===== src/fwm_pkg.sv =====
// Shared types and constants of the frame rate window meter.
// No dependencies; imported by every module of the block.
package fwm_pkg;

  localparam int BUCKETS   = 9;
  localparam int STAMP_W   = 32;
  localparam int CNT_W     = 16;
  localparam int RATE_W    = 16;
  localparam int IDX_W     = $clog2(BUCKETS);
  localparam int SUM_W     = CNT_W + $clog2(BUCKETS);
  localparam int RATE_DIV  = BUCKETS - 1;
  localparam int RATE_HALF = (BUCKETS - 1) / 2;

  localparam logic [CNT_W-1:0]  CNT_MAX  = '1;
  localparam logic [RATE_W-1:0] RATE_MAX = '1;

  typedef enum logic [2:0] {
    ST_IDLE,
    ST_REC_SCAN,
    ST_REC_COMMIT,
    ST_MAX_SCAN,
    ST_SUM_SCAN,
    ST_RESP
  } fwm_state_e;

  typedef struct packed {
    logic start;
    logic step;
    logic rec_scan;
    logic max_scan;
    logic sum_scan;
    logic commit;
    logic load_out;
  } fwm_cmd_t;

  typedef struct packed {
    logic is_query;
    logic last;
  } fwm_sts_t;

endpackage


===== src/fwm_ctrl.sv =====
// Controller state machine of the frame rate window meter.
// Depends on fwm_pkg; drives fwm_dp through command and status structs.
module fwm_ctrl import fwm_pkg::*; (
  input  logic     clk_i,
  input  logic     rst_ni,
  input  logic     in_valid_i,
  output logic     in_ready_o,
  output logic     out_valid_o,
  input  logic     out_ready_i,
  input  fwm_sts_t sts_i,
  output fwm_cmd_t cmd_o
);

  fwm_state_e state_q, state_d;
  logic       out_valid_q, out_valid_d;

  always_ff @(posedge clk_i or negedge rst_ni) begin
    if (!rst_ni) begin
      state_q     <= ST_IDLE;
      out_valid_q <= 1'b0;
    end else begin
      state_q     <= state_d;
      out_valid_q <= out_valid_d;
    end
  end

  always_comb begin
    state_d     = state_q;
    cmd_o       = '0;
    in_ready_o  = 1'b0;
    out_valid_d = out_valid_q;
    if (out_valid_q && out_ready_i) begin
      out_valid_d = 1'b0;
    end
    unique case (state_q)
      ST_IDLE: begin
        in_ready_o = 1'b1;
        if (in_valid_i) begin
          cmd_o.start = 1'b1;
          state_d     = ST_REC_SCAN;
        end
      end
      ST_REC_SCAN: begin
        if (sts_i.is_query) begin
          state_d = ST_MAX_SCAN;
        end else begin
          cmd_o.rec_scan = 1'b1;
          cmd_o.step     = 1'b1;
          if (sts_i.last) begin
            state_d = ST_REC_COMMIT;
          end
        end
      end
      ST_REC_COMMIT: begin
        cmd_o.commit = 1'b1;
        state_d      = ST_RESP;
      end
      ST_MAX_SCAN: begin
        cmd_o.max_scan = 1'b1;
        cmd_o.step     = 1'b1;
        if (sts_i.last) begin
          state_d = ST_SUM_SCAN;
        end
      end
      ST_SUM_SCAN: begin
        cmd_o.sum_scan = 1'b1;
        cmd_o.step     = 1'b1;
        if (sts_i.last) begin
          state_d = ST_RESP;
        end
      end
      ST_RESP: begin
        if (!out_valid_q || out_ready_i) begin
          cmd_o.load_out = 1'b1;
          out_valid_d    = 1'b1;
          state_d        = ST_IDLE;
        end
      end
      default: begin
        state_d = ST_IDLE;
      end
    endcase
  end

  assign out_valid_o = out_valid_q;

endmodule


===== src/fwm_dp.sv =====
// Datapath of the frame rate window meter: bucket table, scan index,
// hit/victim tracking, max and sum accumulators, result register. Uses fwm_pkg.
module fwm_dp import fwm_pkg::*; (
  input  logic               clk_i,
  input  logic               rst_ni,
  input  fwm_cmd_t           cmd_i,
  output fwm_sts_t           sts_o,
  input  logic               op_i,
  input  logic [STAMP_W-1:0] second_i,
  output logic [RATE_W-1:0]  rate_o,
  output logic               recorded_o
);

  logic [STAMP_W-1:0] stamp_q [BUCKETS];
  logic [CNT_W-1:0]   count_q [BUCKETS];
  logic [STAMP_W-1:0] sec_q;
  logic               op_q;
  logic [IDX_W-1:0]   idx_q;
  logic               hit_q;
  logic [IDX_W-1:0]   hit_idx_q;
  logic [IDX_W-1:0]   victim_q;
  logic [STAMP_W-1:0] max_q;
  logic [SUM_W-1:0]   sum_q;
  logic [RATE_W-1:0]  rate_q;
  logic               recorded_q;

  logic [STAMP_W-1:0] cur_stamp;
  logic [CNT_W-1:0]   cur_count;
  logic [STAMP_W-1:0] rec_limit;
  logic [STAMP_W-1:0] sum_floor;
  logic               last;
  logic [SUM_W:0]     sum_rnd;
  logic [SUM_W:0]     quot;
  logic [RATE_W-1:0]  rate_sat;
  logic [IDX_W-1:0]   wr_idx;

  assign cur_stamp = stamp_q[idx_q];
  assign cur_count = count_q[idx_q];
  assign rec_limit = sec_q - STAMP_W'(BUCKETS);
  assign sum_floor = max_q - STAMP_W'(BUCKETS);
  assign last      = (idx_q == IDX_W'(BUCKETS - 1));
  assign sum_rnd   = {1'b0, sum_q} + (SUM_W + 1)'(RATE_HALF);
  assign quot      = sum_rnd / (SUM_W + 1)'(RATE_DIV);
  assign rate_sat  = (quot > (SUM_W + 1)'(RATE_MAX)) ? RATE_MAX : quot[RATE_W-1:0];
  assign wr_idx    = hit_q ? hit_idx_q : victim_q;

  always_ff @(posedge clk_i or negedge rst_ni) begin
    if (!rst_ni) begin
      for (int i = 0; i < BUCKETS; i++) begin
        stamp_q[i] <= '0;
        count_q[i] <= '0;
      end
    end else if (cmd_i.commit) begin
      if (hit_q) begin
        if (count_q[wr_idx] != CNT_MAX) begin
          count_q[wr_idx] <= count_q[wr_idx] + CNT_W'(1);
        end
      end else begin
        stamp_q[wr_idx] <= sec_q;
        count_q[wr_idx] <= CNT_W'(1);
      end
    end
  end

  always_ff @(posedge clk_i) begin
    if (cmd_i.start) begin
      sec_q    <= second_i;
      op_q     <= op_i;
      idx_q    <= '0;
      hit_q    <= 1'b0;
      hit_idx_q <= '0;
      victim_q <= '0;
      max_q    <= '0;
      sum_q    <= '0;
    end else begin
      if (cmd_i.step) begin
        idx_q <= last ? '0 : idx_q + IDX_W'(1);
      end
      if (cmd_i.rec_scan) begin
        if (!hit_q && cur_stamp == sec_q) begin
          hit_q     <= 1'b1;
          hit_idx_q <= idx_q;
        end
        if (cur_stamp <= rec_limit) begin
          victim_q <= idx_q;
        end
      end
      if (cmd_i.max_scan && cur_stamp > max_q) begin
        max_q <= cur_stamp;
      end
      if (cmd_i.sum_scan && cur_stamp > sum_floor && cur_stamp != max_q) begin
        sum_q <= sum_q + SUM_W'(cur_count);
      end
    end
    if (cmd_i.load_out) begin
      rate_q     <= op_q ? rate_sat : '0;
      recorded_q <= !op_q;
    end
  end

  assign sts_o.is_query = op_q;
  assign sts_o.last     = last;
  assign rate_o         = rate_q;
  assign recorded_o     = recorded_q;

endmodule


===== src/frame_rate_window_meter_top.sv =====
// Top level of the frame rate window meter.
// Instantiates fwm_ctrl and fwm_dp; uses fwm_pkg.
//
// Usage:
//   Input stream: s_axis_tuser is the op (0 records one event at the second
//   in s_axis_tdata, 1 queries the rate; tdata is ignored for queries).
//   Output stream: one word per input word. m_axis_tdata is the rate
//   (zero for records), m_axis_tuser is set for a record.
//   A record walks the nine buckets one per cycle, then updates one bucket.
//   A query walks the buckets twice (newest stamp, then windowed sum) and
//   rounds the sum. One word is in work at a time; s_axis_tready is high
//   only while idle, so a new word is taken only once the last one has been
//   loaded into the output register.
//   The result sits in an output register; while the receiver stalls, the
//   next word is still accepted and worked on, and waits at its end until
//   the output register is taken.
//   Reset clears all bucket stamps and counts and empties the output.
module frame_rate_window_meter_top import fwm_pkg::*; (
  input  logic               clk_i,
  input  logic               rst_ni,
  input  logic               s_axis_tvalid,
  output logic               s_axis_tready,
  input  logic [STAMP_W-1:0] s_axis_tdata,  // [31:0] second
  input  logic               s_axis_tuser,  // [0] op
  output logic               m_axis_tvalid,
  input  logic               m_axis_tready,
  output logic [RATE_W-1:0]  m_axis_tdata,  // [15:0] rate
  output logic               m_axis_tuser   // [0] recorded
);

  fwm_cmd_t cmd;
  fwm_sts_t sts;

  fwm_ctrl u_ctrl (
    .clk_i       (clk_i),
    .rst_ni      (rst_ni),
    .in_valid_i  (s_axis_tvalid),
    .in_ready_o  (s_axis_tready),
    .out_valid_o (m_axis_tvalid),
    .out_ready_i (m_axis_tready),
    .sts_i       (sts),
    .cmd_o       (cmd)
  );

  fwm_dp u_dp (
    .clk_i      (clk_i),
    .rst_ni     (rst_ni),
    .cmd_i      (cmd),
    .sts_o      (sts),
    .op_i       (s_axis_tuser),
    .second_i   (s_axis_tdata),
    .rate_o     (m_axis_tdata),
    .recorded_o (m_axis_tuser)
  );

endmodule


===== config.mk =====
export PLATFORM = sky130hd
export DESIGN_NAME = frame_rate_window_meter_top
export DESIGN_NICKNAME = d
export VERILOG_FILES = /design/src/fwm_pkg.sv /design/src/fwm_ctrl.sv /design/src/fwm_dp.sv /design/src/frame_rate_window_meter_top.sv
export SDC_FILE = /design/constraint.sdc
export NUM_CORES = 1
export LEC_CHECK = 0
export BUFFER_PORTS_ARGS = -buffer_cell sky130_fd_sc_hd__buf_4
export CORE_MARGIN = 5
export CORE_UTILIZATION = 47
export CTS_BUF_LIST = sky130_fd_sc_hd__clkbuf_16
export DETAILED_ROUTE_END_ITERATION = 16
export PLACE_DENSITY = 0.68
export SLEW_MARGIN = 25
export SYNTH_ARGS = -nofsm -noshare
export SYNTH_HDL_FRONTEND = slang
export SYNTH_SLANG_ARGS = --single-unit

===== constraint.sdc =====
create_clock -name clk_i -period 6.45 [get_ports clk_i]
set_input_delay 0 -clock clk_i [delete_from_list [all_inputs] [get_ports clk_i]]
set_output_delay 0 -clock clk_i [all_outputs]
set_load 0.01 [all_outputs]

==> qor.csv, run 1 <==
metric,value,unit
outcome,"complete, no violations",
antenna_found_initial,0,
ys_types,80,
ys_ff_latch,551,
crit_path_cell_trace,inv_1 -> ha_1 -> nor2b_1 -> o2111ai_1 -> nor4_1 -> nand3_1 -> nor2_1 -> nand2_1 -> nor4_1 -> nand2b_1 -> xnor2_1 -> ha_1 -> nand3_1 -> or4_1 -> nor3_1 -> a211oi_1 -> o21a_1 -> a2111oi_0 -> buf_4 -> a31oi_1 -> a41o_1,
die_w,263,um
ys.flop_type,dfrtp_1,
yosysSeqAreaShare,45.5,%
cp-startpoint,u_dp.max_q[1],
finalCritPeriodShare,85.9,%
first_global_vias,22200,
die_area,69200,um^2
cp_slowest_cell,or4_1,
htree_num_levels,2,
avgViaCountPerCell,6.06,
r2r_start,u_dp.max_q[1],
syn_to_final_growth,12.0,%
synth_edf_count,50,
core-area,63300,um^2
final_cell_mix,"dfrtp_1, mux2_2, nand2_1, o21ai_0, ha_1",
drc,0,
relSlewSlack,23.8,%
hp-class,in2reg,
p_leak,14.6,nW
final_common_cell,dfrtp_1,
worstMarginPinSlew,1.13,ns
holdWs,0.0559,ns
async_flop_share,79.1,%
firstDrtPassIters,5,
grt_pass1_wl,129,mm
fin_skew,0.0473,ns
start_util,47.6,%
hold_start,s_axis_tuser,
die-height,263,um
cp-end-kind,flop,
cts_setup_buffers,0,
drive_gt1_share,25.7,%
numCtsBuffers,60,
fin_util,53.3,%
worstPathMaxFanout,5,
ir_drop,0.000253,V
fmax,0.181,GHz
grt_overflow,0,
root_buffer,clkbuf_16,
hold_viol,0,
drt_iter0_markers,1967,
rows,92,
layout.nets,2827,
routed_wl,81.1,mm
ys_top_cells_by_area,"dfrtp_1, mux2_2, mux4_2, edfxtp_1, ha_1",
startpoint_type,flop,
portBuffers,55,
synth.avg_cell_area,11.5,um^2
finalMaxSlewViolations,0,
clkTransAtPathRegs,0.07,ns
vias,21600,
grt_use_total,23.1,%
path_class,reg2reg,
antenna_left,0,
dp.final_hpwl,52.0,mm
ios,56,
setup-tns-final,0,ns
cp.required,6.96,ns
diodes,0,
min_period,5.54,ns
cts_tree,built,
max_stage_delay,0.61,ns
synth_top_area_share,36.2,%
grt_setup_unrepaired,no,
setup_viol,0,
yosys_warnings,0,
syn_inst,2624,
syn_area,30100,um^2
wl_per_cell,22.7,um
cts.path.max_buffers,3,
clock-sinks,551,
arrival,6.05,ns
yosysTopAreaCell,dfrtp_1,
place.gp.congestion,0.904,
clock_latency,0.66,ns
maxCapViolations,0,
postSynthNetCount,2780,
grt_start_max_net_pins,182,
p_per_area,460,nW/um^2
## cell families after synthesis
| family | share of synthesized area [%] |
|---|---|
| simple gates | 10.1 |
| flops | 45.5 |
| mux | 22.9 |
| compound gates | 9.61 |
| buf+inv | 3.39 |
| xor+xnor | 3.58 |
| fa+ha+maj | 4.97 |
## final timing paths
kind	to	slack (ns)	depth (start not counted)
max	u_dp.sum_q[18]	0.91	21
max reg2reg	u_dp.sum_q[18]	0.91	21
min	u_dp.op_q	0.06	2
max in group asynchronous	u_dp.stamp_q[225]	4.88	5
min reg2reg	u_dp.stamp_q[96]	0.49	2
min in group asynchronous	u_ctrl.state_q[1]	0.34	3
## critical path, delay by kind of cell (launching register included)
kind | cells | cell delay, ns
buffers and inverters | 2 | 0.32
flip-flops | 1 | 0.33
adder cells (fa/ha/maj) | 2 | 0.49
XOR/XNOR | 1 | 0.15
AO/OA/AOI/OAI | 6 | 1.20
AND/OR/NAND/NOR | 10 | 2.95
## metal layers
metal	track usage, %	up-vias	wire length, um	share of wire, %
met3	4.44	184	5630	6.9
met4	8.31	0	2900	3.6
met5	0	-	0	0
li1	-	9701	-	-
met1	31.7	11000	34700	43
met2	36.9	757	37800	47
## layout make-up
| class | count | area (um^2) |
|---|---|---|
| Fill cell | 5372 | 29600 |
| Multi-Input combinational cell | 1850 | 15400 |
| Sequential cell | 551 | 13700 |
| Clock buffer | 61 | 1530 |
| Timing Repair Buffer | 154 | 1380 |
| Tap cell | 846 | 1060 |
| Clock inverter | 50 | 399 |
| Inverter | 54 | 204 |
## Yosys cell counts (4+ instances only)
master and n:
dfrtp_1 436, mux2_2 311, nand2_1 275, o21ai_0 164
ha_1 118, mux4_2 110, nor2_1 107, a21oi_1 99
clkbuf_1 98, xnor2_1 82, mux2i_1 78, o21ai_1 67
dfxtp_1 65, nor3_1 58, inv_1 53, edfxtp_1 50
nor4_1 41, xor2_1 41, a21o_1 38, nand4_1 37
buf_2 32, nand3_1 27, and3_1 16, nor2b_1 16
o21ai_2 16, buf_1 15, buf_6 14, o21a_1 13
buf_4 10, o211ai_4 8, a2111oi_0 7, a211oi_1 7
nand2b_1 7, a31oi_1 6, and2_1 6, nor3b_1 6
or3_1 6, and4_1 5, o211ai_1 5, o221ai_1 5
nand3b_1 4, o221ai_2 4, or2_2 4, or4_1 4
## stage by stage
| step | power (W) | setup WS, ns | instance area [um^2] | std cells |
|---|---|---|---|---|
| 2_1_floorplan | 0.00995 | 1.34 | 30100 | 2624 |
| 3_3_place_gp | 0.0119 | 1.09 | 31300 | 3415 |
| 3_5_place_dp | 0.0121 | 0.927 | 31400 | 3415 |
| 4_1_cts | 0.0155 | 0.869 | 33700 | 3564 |
| 5_1_grt | 0.0165 | 0.441 | 33700 | 3566 |
| 6_report | 0.0155 | 0.910 | 33700 | 3566 |
## repair_timing
action	4_1_cts	5_1_grt
gates resized for setup	0	0
hold buffers	38	0
hold endpoints to repair	117	0
## sequential cells by signal (all words and copies together), names as in the netlist, 3 cells and up
register        flops
u_dp.stamp_q      288
u_dp.count_q      144
u_dp.max_q         32
u_dp.sec_q         32
u_dp.sum_q         20
u_dp.rate_o        16
u_dp.hit_idx_q      4
u_dp.idx_q          4
u_dp.victim_q       4
u_ctrl.state_q      3
## report_power, final
part / internal, W / leakage, nW / switching [W] / total [W]
logic: 0.00323 / 6.68 / 0.00400 / 0.00724
registers: 0.00429 / 6.95 / 0.000629 / 0.00491
clock network: 0.00191 / 1.00 / 0.00145 / 0.00336
Note: power is estimated with default switching activity, not from simulation.
==> run 2: changes to the inputs <==
- REMOVE_ABC_BUFFERS: default -> 1
==> run 2 against run 1 <==
Compared with the run above: utilization down 0.41 points; non-clock buffer count down 5; critical path depth fell by 1.
==> qor.csv, run 2 (same netlist as run 1, synthesis figures left out) <==
metric,value,unit,change
die-height,263,um,unchanged
grt_start_max_net_pins,170,,-6.6%
startpoint_type,flop,,
critPathTopFamily,simple AND/OR/NAND/NOR gates,,
avgViaCountPerCell,6.04,,-0.38%
grt_setup_unrepaired,no,,
ios,56,,unchanged
cts_tree,built,,
max_stage_delay,0.84,ns,+0.23 ns
place.gp.congestion,0.904,,about the same
antenna_left,0,,unchanged
use_met1,31.5,%,-0.15 points
cp.required,6.97,ns,about the same
p_leak,14.5,nW,-0.68%
fillers,5459,,+1.6%
final_common_cell,dfrtp_1,,
layout.nets,2819,,-0.28%
crit_cells,20,,-4.8%
dp.final_hpwl,50.2,mm,-3.4%
clock_latency,0.62,ns,-0.04 ns
finalCritPeriodShare,91.1,%,+5.2 points
p_per_area,454,nW/um^2,-1.4%
worstMarginPinSlew,1.15,ns,+0.0224 ns
final_cell_mix,"dfrtp_1, mux2_2, nand2_1, o21ai_0, ha_1",,
drive_gt1_share,25.2,%,-0.49 points
syn_to_final_growth,11.2,%,
drt_iter0_markers,1869,,-5.0%
core-area,63300,um^2,unchanged
grt_pass1_wl,125,mm,-2.5%
start_util,47.6,%,unchanged
grt_use_total,22.4,%,-0.70 points
portBuffers,55,,unchanged
firstDrtPassIters,5,,unchanged
met2_usage,36.1,%,-0.81 points
hold_viol,0,,unchanged
htree_num_levels,2,,unchanged
diodes,0,,unchanged
routed_wl,79.1,mm,-2.5%
reg_top3,"u_dp.stamp_q x288, u_dp.count_q x144",,
crit_path_cell_trace,inv_1 -> ha_1 -> nor2b_1 -> o2111ai_1 -> nor4_1 -> nand3_1 -> nor2_1 -> nand2_1 -> nor4_1 -> nand2b_1 -> xnor2_1 -> ha_1 -> nand3_1 -> or4_1 -> nor3_1 -> a211oi_1 -> o21a_1 -> a2111oi_0 -> a31oi_1 -> a41o_1,,
busiest_layer,met2,,
grt_util_met3,4.20,%,-0.24 points
ir_drop,0.000325,V,+28%
arrival,6.39,ns,+0.34 ns
cts_setup_buffers,0,,unchanged
die_area,69200,um^2,unchanged
die_w,263,um,unchanged
finalMaxSlewViolations,0,,unchanged
reg2reg_depth,20,,-4.8%
fin_skew,0.0277,ns,-0.0196 ns
maxCapViolations,0,,unchanged
antenna_found_initial,0,,unchanged
cp_slowest_cell,a2111oi_0,,
drc,0,,unchanged
hold_depth,2,,unchanged
outcome,"complete, no violations",,
worstPathMaxFanout,5,,unchanged
root_buffer,clkbuf_16,,
vias,21500,,-0.69%
clock-sinks,551,,unchanged
cts_resized,0,,unchanged
first_global_vias,22000,,-0.96%
cts.path.max_buffers,3,,unchanged
fmax,0.170,GHz,-5.7%
min_period,5.87,ns,+0.334 ns
rows,92,,unchanged
setup_viol,0,,unchanged
cp-end-kind,flop,,
hp-class,in2reg,,
top_register,u_dp.stamp_q,,
path_class,reg2reg,,
wl_per_cell,22.2,um,-2.2%
fin_util,52.9,%,-0.41 points
grt_overflow,0,,unchanged
path_buf_inv,1,,-1
largest_reg_flops,288,,unchanged
clkTransAtPathRegs,0.06,ns,about the same
numCtsBuffers,57,,-5.0%
finalPower,0.0152,W,-2.1%
relSlewSlack,23.1,%,-0.71 points
==> run 2: cell types whose count changed in the layout (fill, tap and decap cells not counted), sizes merged <==
cell	before	now
bufinv	5	3
clkinvlp	2	1
clkinv	28	25
buf	117	112
clkbuf	61	59
inv	69	71
==> run 2: timing repair <==
| action | in CTS | in global routing |
|---|---|---|
| endpoints found under the hold margin | 157 | 39 |
| setup endpoints to repair | 0 | 0 |
| hold buffers | 36 | 1 |
==> run 2: routing by layer <==
layer	share of wire (%)	vias to the layer above
met5	0	-
met4	2.3	0
met3	7.0	136
met2	47	779
met1	44	10900
li1	-	9667
==> run 2: worst register-to-register path, cell delays in order, from the launching register on <==
cell and delay (ns):
dfxtp_1 0.34, inv_1 0.12, ha_1 0.20, nor2b_1 0.22, o2111ai_1 0.19, nor4_1 0.51, nand3_1 0.26, nor2_1 0.20
nand2_1 0.09, nor4_1 0.56, nand2b_1 0.14, xnor2_1 0.15, ha_1 0.30, nand3_1 0.12, or4_1 0.56, nor3_1 0.25
a211oi_1 0.13, o21a_1 0.21, a2111oi_0 0.84, a31oi_1 0.17, a41o_1 0.23
==> run 2: path summary, 6_finish.rpt <==
path	from	to	slack (ns)
min in group asynchronous	rst_ni	u_dp.stamp_q[77]	0.40
min reg2reg	u_dp.stamp_q[97]	u_dp.stamp_q[97]	0.48
max	u_dp.max_q[0]	u_dp.sum_q[18]	0.58
max reg2reg	u_dp.max_q[0]	u_dp.sum_q[18]	0.58
min	s_axis_tdata[15]	u_dp.sec_q[15]	0.11
max in group asynchronous	rst_ni	u_dp.stamp_q[83]	4.34
==> run 2: through the flow <==
stage / setup TNS (ns) / cell area (um^2) / std cells / hold WS (ns) / worst slack, ns
4_1_cts: 0 / 33400 / 3553 / 0.0740 / 0.650
2_1_floorplan: -123.20 / 29300 / 2455 / -0.296 / -2.56
3_5_place_dp: 0 / 31300 / 3412 / 0.163 / 0.660
3_3_place_gp: 0 / 31300 / 3412 / 0.142 / 0.903
6_report: 0 / 33500 / 3555 / 0.106 / 0.577
5_1_grt: 0 / 33500 / 3555 / 0.0906 / 0.0884
==> run 2: final cells by class <==
class                      instances  area [um^2]  area share, %
multi-input combinational       1850        15500           46.2
tap                              846         1060           3.16
clock inverter                    46          272          0.811
inverter                          54          204          0.609
clock buffer                      59         1480           4.41
timing repair buffer             149         1280           3.82
sequential                       551        13700           41.0
==> run 2: power breakdown <==
part / switching [W] / internal (W) / total, W
clock: 0.00137 / 0.00176 / 0.00313
combinational: 0.00397 / 0.00318 / 0.00714
sequential: 0.000624 / 0.00428 / 0.00491
total: 0.00596 / 0.00922 / 0.0152
